$ cat config.mk
export PLATFORM = sky130hd
export DESIGN_NAME = client_table_aging_dedup
export DESIGN_NICKNAME = d
export VERILOG_FILES = /design/src/rtl/ctad_pkg.sv /design/src/rtl/ctad_ram.sv /design/src/rtl/ctad_ctrl.sv /design/src/rtl/ctad_dp.sv /design/src/rtl/client_table_aging_dedup.sv
export SDC_FILE = /design/constraint.sdc
export NUM_CORES = 2
export LEC_CHECK = 0
export BUFFER_PORTS_ARGS = -buffer_cell sky130_fd_sc_hd__clkbuf_2
export CAP_MARGIN = 0
export CORE_MARGIN = 1.5
export CORE_UTILIZATION = 33
export DETAILED_ROUTE_END_ITERATION = 10
export GPL_ROUTABILITY_DRIVEN = 0
export PLACE_DENSITY = 0.5
export REMOVE_ABC_BUFFERS = 1
export SETUP_SLACK_MARGIN = 0.5
export SYNTH_ARGS = -nofsm -noshare
export SYNTH_HDL_FRONTEND = slang
export SYNTH_SLANG_ARGS = --single-unit
export TNS_END_PERCENT = 20
$ cat constraint.sdc
create_clock -name clk_i -period 11.25 [get_ports clk_i]
set_clock_uncertainty 0.2 [all_clocks]
set_input_delay 2.8125 -clock clk_i [delete_from_list [all_inputs] [get_ports clk_i]]
set_output_delay 2.8125 -clock clk_i [all_outputs]
set_load 0.02 [all_outputs]
$ cat src/rtl/ctad_pkg.sv
// ---------------------------------------------------------------------------
// ctad_pkg
// Shared constants and controller/datapath interface types.
// ---------------------------------------------------------------------------
package ctad_pkg;

  localparam int unsigned MaxClients = 16;

  localparam int unsigned MacW      = 48;
  localparam int unsigned IdW       = 64;
  localparam int unsigned TimeW     = 32;
  localparam int unsigned LiveTimeW = 16;
  localparam int unsigned VerdictW  = 2;
  localparam int unsigned SlotW     = 4;

  localparam int unsigned InDataW  = MacW + IdW + IdW + TimeW;  // 208, whole bytes
  localparam int unsigned OutDataW = 8;
  localparam int unsigned EntryW   = MacW + IdW + IdW + TimeW;

  localparam logic [LiveTimeW-1:0] LiveTimeRst = 16'd60;

  localparam logic [VerdictW-1:0] VerdictNew     = 2'd0;
  localparam logic [VerdictW-1:0] VerdictUpdated = 2'd1;
  localparam logic [VerdictW-1:0] VerdictDup     = 2'd2;
  localparam logic [VerdictW-1:0] VerdictFull    = 2'd3;

  typedef struct packed {
    logic load;  // capture input item, restart scan
    logic rd;    // issue table read at scan index
    logic chk;   // evaluate returned entry
    logic fin;   // commit table write, load result
  } cmd_t;

  typedef struct packed {
    logic last;      // scan index at final entry
    logic out_free;  // result register can take a new result
  } sts_t;

endpackage

$ cat src/rtl/ctad_ram.sv
// ---------------------------------------------------------------------------
// ctad_ram
// Generic single-write, single-read RAM with registered read data.
// ---------------------------------------------------------------------------
module ctad_ram #(
  parameter int unsigned Width = 8,
  parameter int unsigned Depth = 16,
  parameter int unsigned AddrW = (Depth > 1) ? $clog2(Depth) : 1
) (
  input  logic             clk_i,
  input  logic             we_i,
  input  logic [AddrW-1:0] waddr_i,
  input  logic [Width-1:0] wdata_i,
  input  logic             re_i,
  input  logic [AddrW-1:0] raddr_i,
  output logic [Width-1:0] rdata_o
);

  logic [Width-1:0] mem_q [Depth];
  logic [Width-1:0] rdata_q;

  always_ff @(posedge clk_i) begin
    if (we_i) begin
      mem_q[waddr_i] <= wdata_i;
    end
    if (re_i) begin
      rdata_q <= mem_q[raddr_i];
    end
  end

  assign rdata_o = rdata_q;

endmodule

$ cat src/rtl/ctad_ctrl.sv
// ---------------------------------------------------------------------------
// ctad_ctrl
// Sequencer: accept item, scan table entry by entry, commit and report.
// ---------------------------------------------------------------------------
module ctad_ctrl (
  input  logic          clk_i,
  input  logic          rst_ni,
  input  logic          in_valid_i,
  output logic          in_ready_o,
  input  ctad_pkg::sts_t sts_i,
  output ctad_pkg::cmd_t cmd_o
);

  localparam logic [1:0] StIdle = 2'd0;
  localparam logic [1:0] StRd   = 2'd1;
  localparam logic [1:0] StChk  = 2'd2;
  localparam logic [1:0] StDone = 2'd3;

  logic [1:0] state_q, state_d;

  always_comb begin
    state_d = state_q;
    cmd_o   = '0;
    unique case (state_q)
      StIdle: begin
        if (in_valid_i) begin
          cmd_o.load = 1'b1;
          state_d    = StRd;
        end
      end
      StRd: begin
        cmd_o.rd = 1'b1;
        state_d  = StChk;
      end
      StChk: begin
        cmd_o.chk = 1'b1;
        state_d   = sts_i.last ? StDone : StRd;
      end
      StDone: begin
        if (sts_i.out_free) begin
          cmd_o.fin = 1'b1;
          state_d   = StIdle;
        end
      end
      default: state_d = StIdle;
    endcase
  end

  assign in_ready_o = (state_q == StIdle);

  always_ff @(posedge clk_i or negedge rst_ni) begin
    if (!rst_ni) begin
      state_q <= StIdle;
    end else begin
      state_q <= state_d;
    end
  end

endmodule

$ cat src/rtl/ctad_dp.sv
// ---------------------------------------------------------------------------
// ctad_dp
// Table storage, aging/lookup evaluation, result register.
// ---------------------------------------------------------------------------
module ctad_dp #(
  parameter int unsigned MaxClients = ctad_pkg::MaxClients
) (
  input  logic                               clk_i,
  input  logic                               rst_ni,
  input  ctad_pkg::cmd_t                     cmd_i,
  output ctad_pkg::sts_t                     sts_o,
  input  logic [ctad_pkg::InDataW-1:0]       in_data_i,
  input  logic                               cfg_valid_i,
  input  logic [ctad_pkg::LiveTimeW-1:0]     cfg_data_i,
  input  logic                               out_ready_i,
  output logic                               out_valid_o,
  output logic [ctad_pkg::OutDataW-1:0]      out_data_o
);

  localparam int unsigned IdxW = (MaxClients > 1) ? $clog2(MaxClients) : 1;
  localparam int unsigned MacW = ctad_pkg::MacW;
  localparam int unsigned IdW  = ctad_pkg::IdW;
  localparam int unsigned TmW  = ctad_pkg::TimeW;

  // live time register
  logic [ctad_pkg::LiveTimeW-1:0] live_q;

  always_ff @(posedge clk_i or negedge rst_ni) begin
    if (!rst_ni) begin
      live_q <= ctad_pkg::LiveTimeRst;
    end else if (cfg_valid_i) begin
      live_q <= cfg_data_i;
    end
  end

  // captured item
  logic [MacW-1:0] mac_q;
  logic [IdW-1:0]  idh_q, idl_q;
  logic [TmW-1:0]  now_q;

  always_ff @(posedge clk_i) begin
    if (cmd_i.load) begin
      mac_q <= in_data_i[MacW-1:0];
      idh_q <= in_data_i[MacW+IdW-1:MacW];
      idl_q <= in_data_i[MacW+2*IdW-1:MacW+IdW];
      now_q <= in_data_i[MacW+2*IdW+TmW-1:MacW+2*IdW];
    end
  end

  // scan index
  logic [IdxW-1:0] idx_q;

  always_ff @(posedge clk_i) begin
    if (cmd_i.load) begin
      idx_q <= '0;
    end else if (cmd_i.chk) begin
      idx_q <= idx_q + IdxW'(1);
    end
  end

  assign sts_o.last = (idx_q == IdxW'(MaxClients - 1));

  // table memory: {last_active, id_low, id_high, mac}
  logic [ctad_pkg::EntryW-1:0] rdata;
  logic [MacW-1:0]             e_mac;
  logic [IdW-1:0]              e_idh, e_idl;
  logic [TmW-1:0]              e_last;
  logic                        do_wr;
  logic [IdxW-1:0]             waddr;

  ctad_ram #(
    .Width (ctad_pkg::EntryW),
    .Depth (MaxClients),
    .AddrW (IdxW)
  ) u_ram (
    .clk_i   (clk_i),
    .we_i    (do_wr),
    .waddr_i (waddr),
    .wdata_i ({now_q, idl_q, idh_q, mac_q}),
    .re_i    (cmd_i.rd),
    .raddr_i (idx_q),
    .rdata_o (rdata)
  );

  assign e_mac  = rdata[MacW-1:0];
  assign e_idh  = rdata[MacW+IdW-1:MacW];
  assign e_idl  = rdata[MacW+2*IdW-1:MacW+IdW];
  assign e_last = rdata[MacW+2*IdW+TmW-1:MacW+2*IdW];

  // per-entry evaluation
  logic [TmW-1:0] age;
  logic           expired, alive, mac_hit, id_hit;
  logic [MaxClients-1:0] valid_q, valid_d;

  assign age     = now_q - e_last;
  assign expired = (age > TmW'(live_q));
  assign alive   = valid_q[idx_q] & ~expired;
  assign mac_hit = (e_mac == mac_q);
  assign id_hit  = (e_idh == idh_q) && (e_idl == idl_q);

  logic            found_q, dup_q, have_free_q;
  logic [IdxW-1:0] hit_q, free_q;

  always_ff @(posedge clk_i) begin
    if (cmd_i.load) begin
      found_q     <= 1'b0;
      have_free_q <= 1'b0;
    end else if (cmd_i.chk) begin
      if (alive) begin
        if (!found_q && mac_hit) begin
          found_q <= 1'b1;
          hit_q   <= idx_q;
          dup_q   <= id_hit;
        end
      end else if (!have_free_q) begin
        have_free_q <= 1'b1;
        free_q      <= idx_q;
      end
    end
  end

  // commit
  logic [ctad_pkg::VerdictW-1:0] verdict;
  logic [ctad_pkg::SlotW-1:0]    slot;

  always_comb begin
    do_wr   = 1'b0;
    waddr   = free_q;
    verdict = ctad_pkg::VerdictFull;
    slot    = '0;
    priority if (found_q) begin
      waddr   = hit_q;
      slot    = ctad_pkg::SlotW'(hit_q);
      verdict = dup_q ? ctad_pkg::VerdictDup : ctad_pkg::VerdictUpdated;
      do_wr   = cmd_i.fin & ~dup_q;
    end else if (have_free_q) begin
      slot    = ctad_pkg::SlotW'(free_q);
      verdict = ctad_pkg::VerdictNew;
      do_wr   = cmd_i.fin;
    end else begin
      do_wr   = 1'b0;
    end
  end

  always_comb begin
    valid_d = valid_q;
    if (cmd_i.chk && valid_q[idx_q] && expired) begin
      valid_d[idx_q] = 1'b0;
    end
    if (do_wr && !found_q) begin
      valid_d[free_q] = 1'b1;
    end
  end

  always_ff @(posedge clk_i or negedge rst_ni) begin
    if (!rst_ni) begin
      valid_q <= '0;
    end else begin
      valid_q <= valid_d;
    end
  end

  // result register
  logic                          out_valid_q;
  logic [ctad_pkg::VerdictW-1:0] verdict_q;
  logic [ctad_pkg::SlotW-1:0]    slot_q;

  always_ff @(posedge clk_i or negedge rst_ni) begin
    if (!rst_ni) begin
      out_valid_q <= 1'b0;
    end else if (cmd_i.fin) begin
      out_valid_q <= 1'b1;
    end else if (out_ready_i) begin
      out_valid_q <= 1'b0;
    end
  end

  always_ff @(posedge clk_i) begin
    if (cmd_i.fin) begin
      verdict_q <= verdict;
      slot_q    <= slot;
    end
  end

  assign sts_o.out_free = ~out_valid_q | out_ready_i;
  assign out_valid_o    = out_valid_q;
  assign out_data_o     = {2'b00, slot_q, verdict_q};

endmodule

$ cat src/rtl/client_table_aging_dedup.sv
// ---------------------------------------------------------------------------
// client_table_aging_dedup
// Client table with per-frame aging, learning and duplicate detection.
// ---------------------------------------------------------------------------
// Usage:
//   s_axis carries one frame descriptor per transfer (MAC, 128-bit request
//   id, current seconds). m_axis returns one verdict per descriptor:
//   new client, updated, duplicate, or table full. cfg_* writes live_time;
//   only write it while no descriptor is in flight.
// Sequence:
//   After an input transfer the table is walked one entry at a time, each
//   entry as a memory read, then age check plus MAC/id compare; the walk is
//   serial, set by the single read port of the entry memory. After the last
//   entry the verdict is loaded into the result register, and only then is
//   the next descriptor accepted.
// Stall:
//   The result sits in an output register; the next descriptor is accepted
//   and scanned while it waits. A scan that finishes before the receiver
//   takes the earlier result holds until the register frees up.
// Reset:
//   Clears all valid bits, live_time goes to 60, no result pending. Entry
//   contents are not cleared; an invalid entry is read but never matches.
// ---------------------------------------------------------------------------
module client_table_aging_dedup #(
  parameter int unsigned MAX_CLIENTS = ctad_pkg::MaxClients
) (
  input  logic                               clk_i,
  input  logic                               rst_ni,
  // source_mac[47:0], request_id_high[111:48], request_id_low[175:112],
  // now_seconds[207:176]
  input  logic                               s_axis_tvalid,
  output logic                               s_axis_tready,
  input  logic [ctad_pkg::InDataW-1:0]       s_axis_tdata,
  // verdict[1:0], slot[5:2], zero pad[7:6]
  output logic                               m_axis_tvalid,
  input  logic                               m_axis_tready,
  output logic [ctad_pkg::OutDataW-1:0]      m_axis_tdata,
  // live_time write
  input  logic                               cfg_valid_i,
  output logic                               cfg_ready_o,
  input  logic [ctad_pkg::LiveTimeW-1:0]     cfg_data_i
);

  ctad_pkg::cmd_t cmd;
  ctad_pkg::sts_t sts;

  // config is always taken; the register sits in the datapath
  assign cfg_ready_o = 1'b1;

  ctad_ctrl u_ctrl (
    .clk_i      (clk_i),
    .rst_ni     (rst_ni),
    .in_valid_i (s_axis_tvalid),
    .in_ready_o (s_axis_tready),
    .sts_i      (sts),
    .cmd_o      (cmd)
  );

  ctad_dp #(
    .MaxClients (MAX_CLIENTS)
  ) u_dp (
    .clk_i       (clk_i),
    .rst_ni      (rst_ni),
    .cmd_i       (cmd),
    .sts_o       (sts),
    .in_data_i   (s_axis_tdata),
    .cfg_valid_i (cfg_valid_i),
    .cfg_data_i  (cfg_data_i),
    .out_ready_i (m_axis_tready),
    .out_valid_o (m_axis_tvalid),
    .out_data_o  (m_axis_tdata)
  );

endmodule

# Word level (Yosys, flattened, before mapping)
# Memories as Yosys holds them, arrays and structs flattened. A register that Yosys moved wholly into a read port is not among the register bits.
# Index checks and enable logic that the tools add are counted.
[classes]
reduce_logical = 15
bitwise = 12
n_mul = 0
shift = 0
n_mux = 30
add_sub_neg = 2
div = 0
eq_ne = 9
magnitude_cmp = 5
[ops]
columns = ["cell", "n"]
rows = [
  ["64-bit equality test", 2],
  ["48-bit equality test", 1],
  ["32-bit by 16-bit > comparator with 1-bit output", 1],
  ["16-bit 2-to-1 mux", 2],
  ["32-bit subtractor", 1],
  ["16-bit bitwise AND", 1],
  ["16-bit inverter", 1],
  ["16-bit OR", 1],
  ["1-bit 2-to-1 mux", 15],
  ["2-bit 2-to-1 mux", 6],
  ["4-bit 2-to-1 mux", 3],
  ["4-bit by 5-bit less-than comparator with 1-bit output (second input constant)", 2],
  ["1-bit demux with 4-bit select", 2],
  ["4-bit by 1-bit greater-or-equal comparator with 1-bit output (second input constant)", 2],
  ["2-bit case mux with 4 select lines", 1],
  ["4-bit AND reduction", 2],
  ["1-bit logical AND", 7],
  ["1-bit inverter", 6],
  ["4-bit by 1-bit adder with 4-bit output (second input constant)", 1],
  ["1-bit binary-select mux with 4-bit select", 1],
  ["2-bit equality test (second input constant)", 2],
  ["4-bit equality test (second input constant)", 1],
  ["2-bit != test (second input constant)", 2],
  ["2-bit AND reduction", 2],
  ["7 further kinds", 8],
]
[word_totals]
latchBits = 0
out_inout_bits = 11
n_memories = 1
mem_bits_rw = 3328
in_bits = 229
mem_bits_ro = 0
ff_bits = 264
[memory_table]
columns = ["name", "depth", "word_bits", "read_ports", "rd_ports_with_merged_regs", "write_ports", "line", "text"]
rows = [
  ["u_dp.u_ram.mem_q", 16, 208, 1, 1, 1, "ctad_ram.sv:19", "logic [Width-1:0] mem_q [Depth];"],
]

# Depth between registers and ports, before layout
[depth]
depth_word = 9
depth_mapped = 21
depth_no_buf = 20

# Cells and area by module
# Synthesis repeated with hierarchy kept, for this count alone.
[unflattened]
cells_unflattened = 6583
hier_area_um2 = 144453.5
[by_module_without_submodules]
columns = ["module", "n_inst", "cells_per_inst", "area_each_um2"]
rows = [
  ["ctad_ram", 1, 5468, 130813.0],
  ["ctad_dp", 1, 1101, 13513.0],
  ["ctad_ctrl", 1, 12, 116.4],
  ["client_table_aging_dedup", 1, 2, 11.3],
]

# Least setup slack after synthesis
# OpenSTA, ideal clock, no wires.
[synth_path]
kind = "input port to flip-flop"
startpoint = "input m_axis_tready"
endpoint = "memory u_dp.u_ram.mem_q[12][0] (netlist name), enable pin"
path_slack_ps = -1878
n_path_buf = 0
arrival_time_ps = 12147
required_ps = 10269
path_stages = 4
cell_sequence = "nand2b_1 -> nor3b_1 -> o21ai_0 -> nor2_1"
[synth_between]
elab_chain_cells = 7
[synth_rtl]
columns = ["element", "line", "text"]
rows = [
  ["start: declaration", "client_table_aging_dedup.sv:36", "input logic m_axis_tready,"],
  ["1-bit OR (*)", "ctad_dp.sv:185", "assign sts_o.out_free = ~out_valid_q | out_ready_i;"],
  ["1-bit 2-to-1 mux (*)", "ctad_ctrl.sv:40", "if (sts_i.out_free) begin"],
  ["1-bit 2-to-1 mux (*)", "ctad_ctrl.sv:24", "unique case (state_q)"],
  ["1-bit 2-to-1 mux or 1-bit bitwise AND (tied branches)", "ctad_dp.sv:136, ctad_dp.sv:135", ""],
  ["1-bit 2-to-1 mux (*)", "ctad_dp.sv:131", "priority if (found_q) begin"],
  ["1-bit 2-to-1 mux (*)", "ctad_ram.sv:23", "if (we_i) begin"],
  ["1-bit 2-to-1 mux (implied by the code) (*)", "ctad_ram.sv:24", "mem_q[waddr_i] <= wdata_i;"],
  ["end: declaration", "ctad_ram.sv:19", ""],
]
# Every way passes the cells marked *; elsewhere a longest branch is shown, timed or not.

# Final worst setup path
[layout_path]
startpoint = "input m_axis_tready"
endpoint = "memory u_dp.u_ram.mem_q[0][140] (netlist name), enable pin"
# The elaborated chain is that of the path after synthesis.

==> results_dict.tcl <==
set metrics [dict create \
    grt_use_total 0.160 \
    fin_crit_ps 5940 \
    coreArea_um2 434000 \
    async_reset_ff_frac 0.00921 \
    synth_largest_area_cell "edfxtp_1" \
    grt_use_met2 0.274 \
    finalHoldViolCount 0 \
    gr-usage-met1 0.221 \
    antenna_found_initial 19 \
    initial_core_util 0.331 \
    numPortBuffers 236 \
    rsz0062_at_grt "false" \
    grt_pass1_wl_um 512000 \
    clk_latency_ps 950 \
    synth_area_leaders "edfxtp_1, mux4_2, xor2_1, dfrtp_1, xnor2_1" \
    drc 0 \
    routedWlPerCell_um 28.7 \
    r2r_start "u_dp.now_q[3]$_DFFE_PP_" \
    synth_most_common_cell "edfxtp_1" \
    synth_seq_cells 3800 \
    die_h_um 663 \
    yosysUniqueCellTypes 78 \
    dieWidth_um 663 \
    wl_um 358000 \
    cts_resized 0 \
    synth_top_cells_by_count "edfxtp_1, mux4_2, clkbuf_1, xor2_1, xnor2_1" \
    leakage_uw 0.0514 \
    ir_drop_uv 209 \
    grt-ovfl-total 0 \
    ios 240 \
    slew_violations 0 \
    seq_area_frac_synth 0.792 \
    fmax_ghz 0.168 \
    hpwl_um 183000 \
    holdCritPathClass "flop to flop" \
    synthCells 5888 \
    synth.cell_area_um2 144000 \
    p_per_area_nw_per_um2 227 \
    row_count 242 \
    synth_edf_count 3759 \
    hold_buffers 0 \
    worstSetupPathType "input pin to flop" \
    dieArea_um2 440000 \
    clock_path_buffers 4 \
    drt-initial-drc-count 5326 \
    drv_cap 0 \
    grt_max_degree 129 \
    cp.required_ps 11600 \
    firstDrtPassIters 6 \
    cts_tree "built" \
    cts.reportedPaths.clkPinSlew_ps 60 \
    synth.top_cell.area_share 0.785 \
    setup_violations 0 \
    vias_per_cell 5.10 \
    status "finished, final reports clean" \
    syn_avg_cell_area_um2 24.4 \
    holdWs_ps 308 \
    numCtsBuffers 406 \
    yosysWarnings 0 \
    gr-max-usage-layer "met2" \
    cp-end-kind "flop" \
    utilization 0.381 \
    grt_pass1_vias 68502 \
    post-route-period-util 0.528 \
    cp_max_fo 37 \
    cts_sinks 3800 \
    drive_above_1_share 0.298 \
    met3_usage 0.0186 \
    cp.arrival_ps 6290 \
    worstMarginPinSlew_ps 1260 \
    ctsRootBufferMaster "clkbuf_16" \
    start_kind "input pin" \
    cts_setup_buffers 0 \
    cp-startpoint "m_axis_tready" \
    area_delta_synth_final_pct 14.9 \
    vias 63603 \
    relSlewSlack 0.160 \
    h-tree-depth 5 \
    ant_nets 0 \
    tns_ps 0 \
    holdCritStartpoint "u_dp.valid_q[3]$_DFF_PN0_" \
    nNetsFinal 6683 \
    synthFlopType "edfxtp_1" \
]
-- metal layers --
layer	vias up	share of wire
met5	-	0
met4	0	0.019
met2	1441	0.50
li1	26331	-
met3	448	0.037
met1	35383	0.44
-- logic make-up (layout without fill, tap and decap cells) --
| family | after synthesis | after routing | share of synthesized area |
|---|---|---|---|
| flip-flops | 3800 | 3800 | 0.792 |
| AO/OA/AOI/OAI | 196 | 196 | 0.00909 |
| adder cells (fa/ha/maj) | 52 | 52 | 0.00458 |
| AND/OR/NAND/NOR | 257 | 257 | 0.00953 |
| buffers and inverters | 338 | 1181 | 0.00913 |
| multiplexers | 1054 | 1054 | 0.164 |
| other | 2 | 9 | 0.0000522 |
| XOR/XNOR | 189 | 189 | 0.0115 |
-- cell type report --
| cell class | instances | area (µm²) |
|---|---|---|
| inverters | 80 | 308 |
| fillers | 38802 | 269000 |
| diodes | 6 | 15.0 |
| flip-flops and latches | 3800 | 114000 |
| repair buffers | 363 | 2580 |
| well taps | 5734 | 7170 |
| multi-input cells | 1751 | 28800 |
| clock buffers | 518 | 10700 |
| clock inverters | 220 | 1810 |
-- path summary, 6_finish.rpt --
kind / slack [ps] / end / depth (start not counted)
hold reg to reg: 310 / u_dp.valid_q[3]$_DFF_PN0_ / 1
setup / recovery: 5310 / u_dp.u_ram.mem_q[0][140]$_DFFE_PP_ / 6
setup reg to reg: 5730 / u_dp.hit_q[0]$_DFFE_PP_ / 17
max in group asynchronous: 8270 / u_ctrl.state_q[0]$_DFFE_PN0P_ / 1
min in group asynchronous: 1860 / u_dp.live_q[1]$_DFFE_PN0P_ / 1
hold / removal: 310 / u_dp.valid_q[3]$_DFF_PN0_ / 1
-- sequential cells by signal, indices dropped and copies added (netlist names) --
name,cells
u_ctrl.state_q,2
u_dp.out_valid_o,1
u_dp.idh_q,64
u_dp.free_q,4
u_dp.slot_q,4
u_dp.have_free_q,1
u_dp.u_ram.rdata_o,208
u_dp.valid_q,16
u_dp.idx_q,4
u_dp.hit_q,4
u_dp.verdict_q,2
u_dp.dup_q,1
u_dp.now_q,32
u_dp.idl_q,64
u_dp.live_q,16
u_dp.mac_q,48
u_dp.found_q,1
u_dp.u_ram.mem_q,3328
-- power by group --
part / leakage, µW / switching (µW) / total (µW) / internal [µW]
registers: 0.0345 / 604 / 17000 / 16400
logic: 0.0107 / 3790 / 7810 / 4020
clock network: 0.00613 / 5430 / 12700 / 7280
-- worst max-delay path: stages --
cell and delay [ps]:
clkbuf_2 150, nand2b_1 190, nor3b_1 560, o21ai_0 580, nor2_4 1080, buf_4 800
-- stage by stage --
step                      area (µm²)  setup slack, ps  std cells  total power (µW)
final                         165000             5310      12472             37500
after global routing          165000             5110      12469             39000
after CTS                     165000             5220      12466             38100
after detailed placement      153000             4190      11728             25300
after global placement        153000             4180      11727             25300
after floorplan               143000           -27120       5631             24700
-- placed cells by master (no fill, tap or decap), types with 6 or more instances in the layout --
| cell | Yosys | final |
|---|---|---|
| a21o_1 | 24 | 24 |
| a21oi_1 | 42 | 42 |
| a21oi_2 | 6 | 6 |
| buf_12 | 0 | 36 |
| buf_4 | 3 | 91 |
| bufinv_16 | 0 | 24 |
| clkbuf_1 | 174 | 101 |
| clkbuf_16 | 0 | 411 |
| clkbuf_2 | 0 | 236 |
| clkbuf_8 | 0 | 6 |
| clkinv_1 | 0 | 87 |
| clkinv_2 | 0 | 76 |
| clkinvlp_4 | 0 | 12 |
| dfrtp_1 | 31 | 31 |
| diode_2 | 0 | 6 |
| edfxtp_1 | 3759 | 3759 |
| ha_1 | 51 | 51 |
| inv_1 | 80 | 79 |
| inv_6 | 0 | 9 |
| mux2i_1 | 7 | 7 |
| mux4_2 | 1045 | 1045 |
| nand2_1 | 64 | 64 |
| nand2b_1 | 6 | 6 |
| nand3_1 | 24 | 24 |
| nand4_1 | 32 | 32 |
| nor2_1 | 44 | 27 |
| nor2_4 | 0 | 17 |
| nor2b_1 | 8 | 8 |
| nor3_1 | 7 | 7 |
| nor4_1 | 35 | 31 |
| o21a_1 | 7 | 7 |
| o21ai_0 | 52 | 52 |
| o22ai_1 | 8 | 8 |
| xnor2_1 | 82 | 82 |
| xor2_1 | 107 | 107 |
Power figures use the tool's default switching activity.
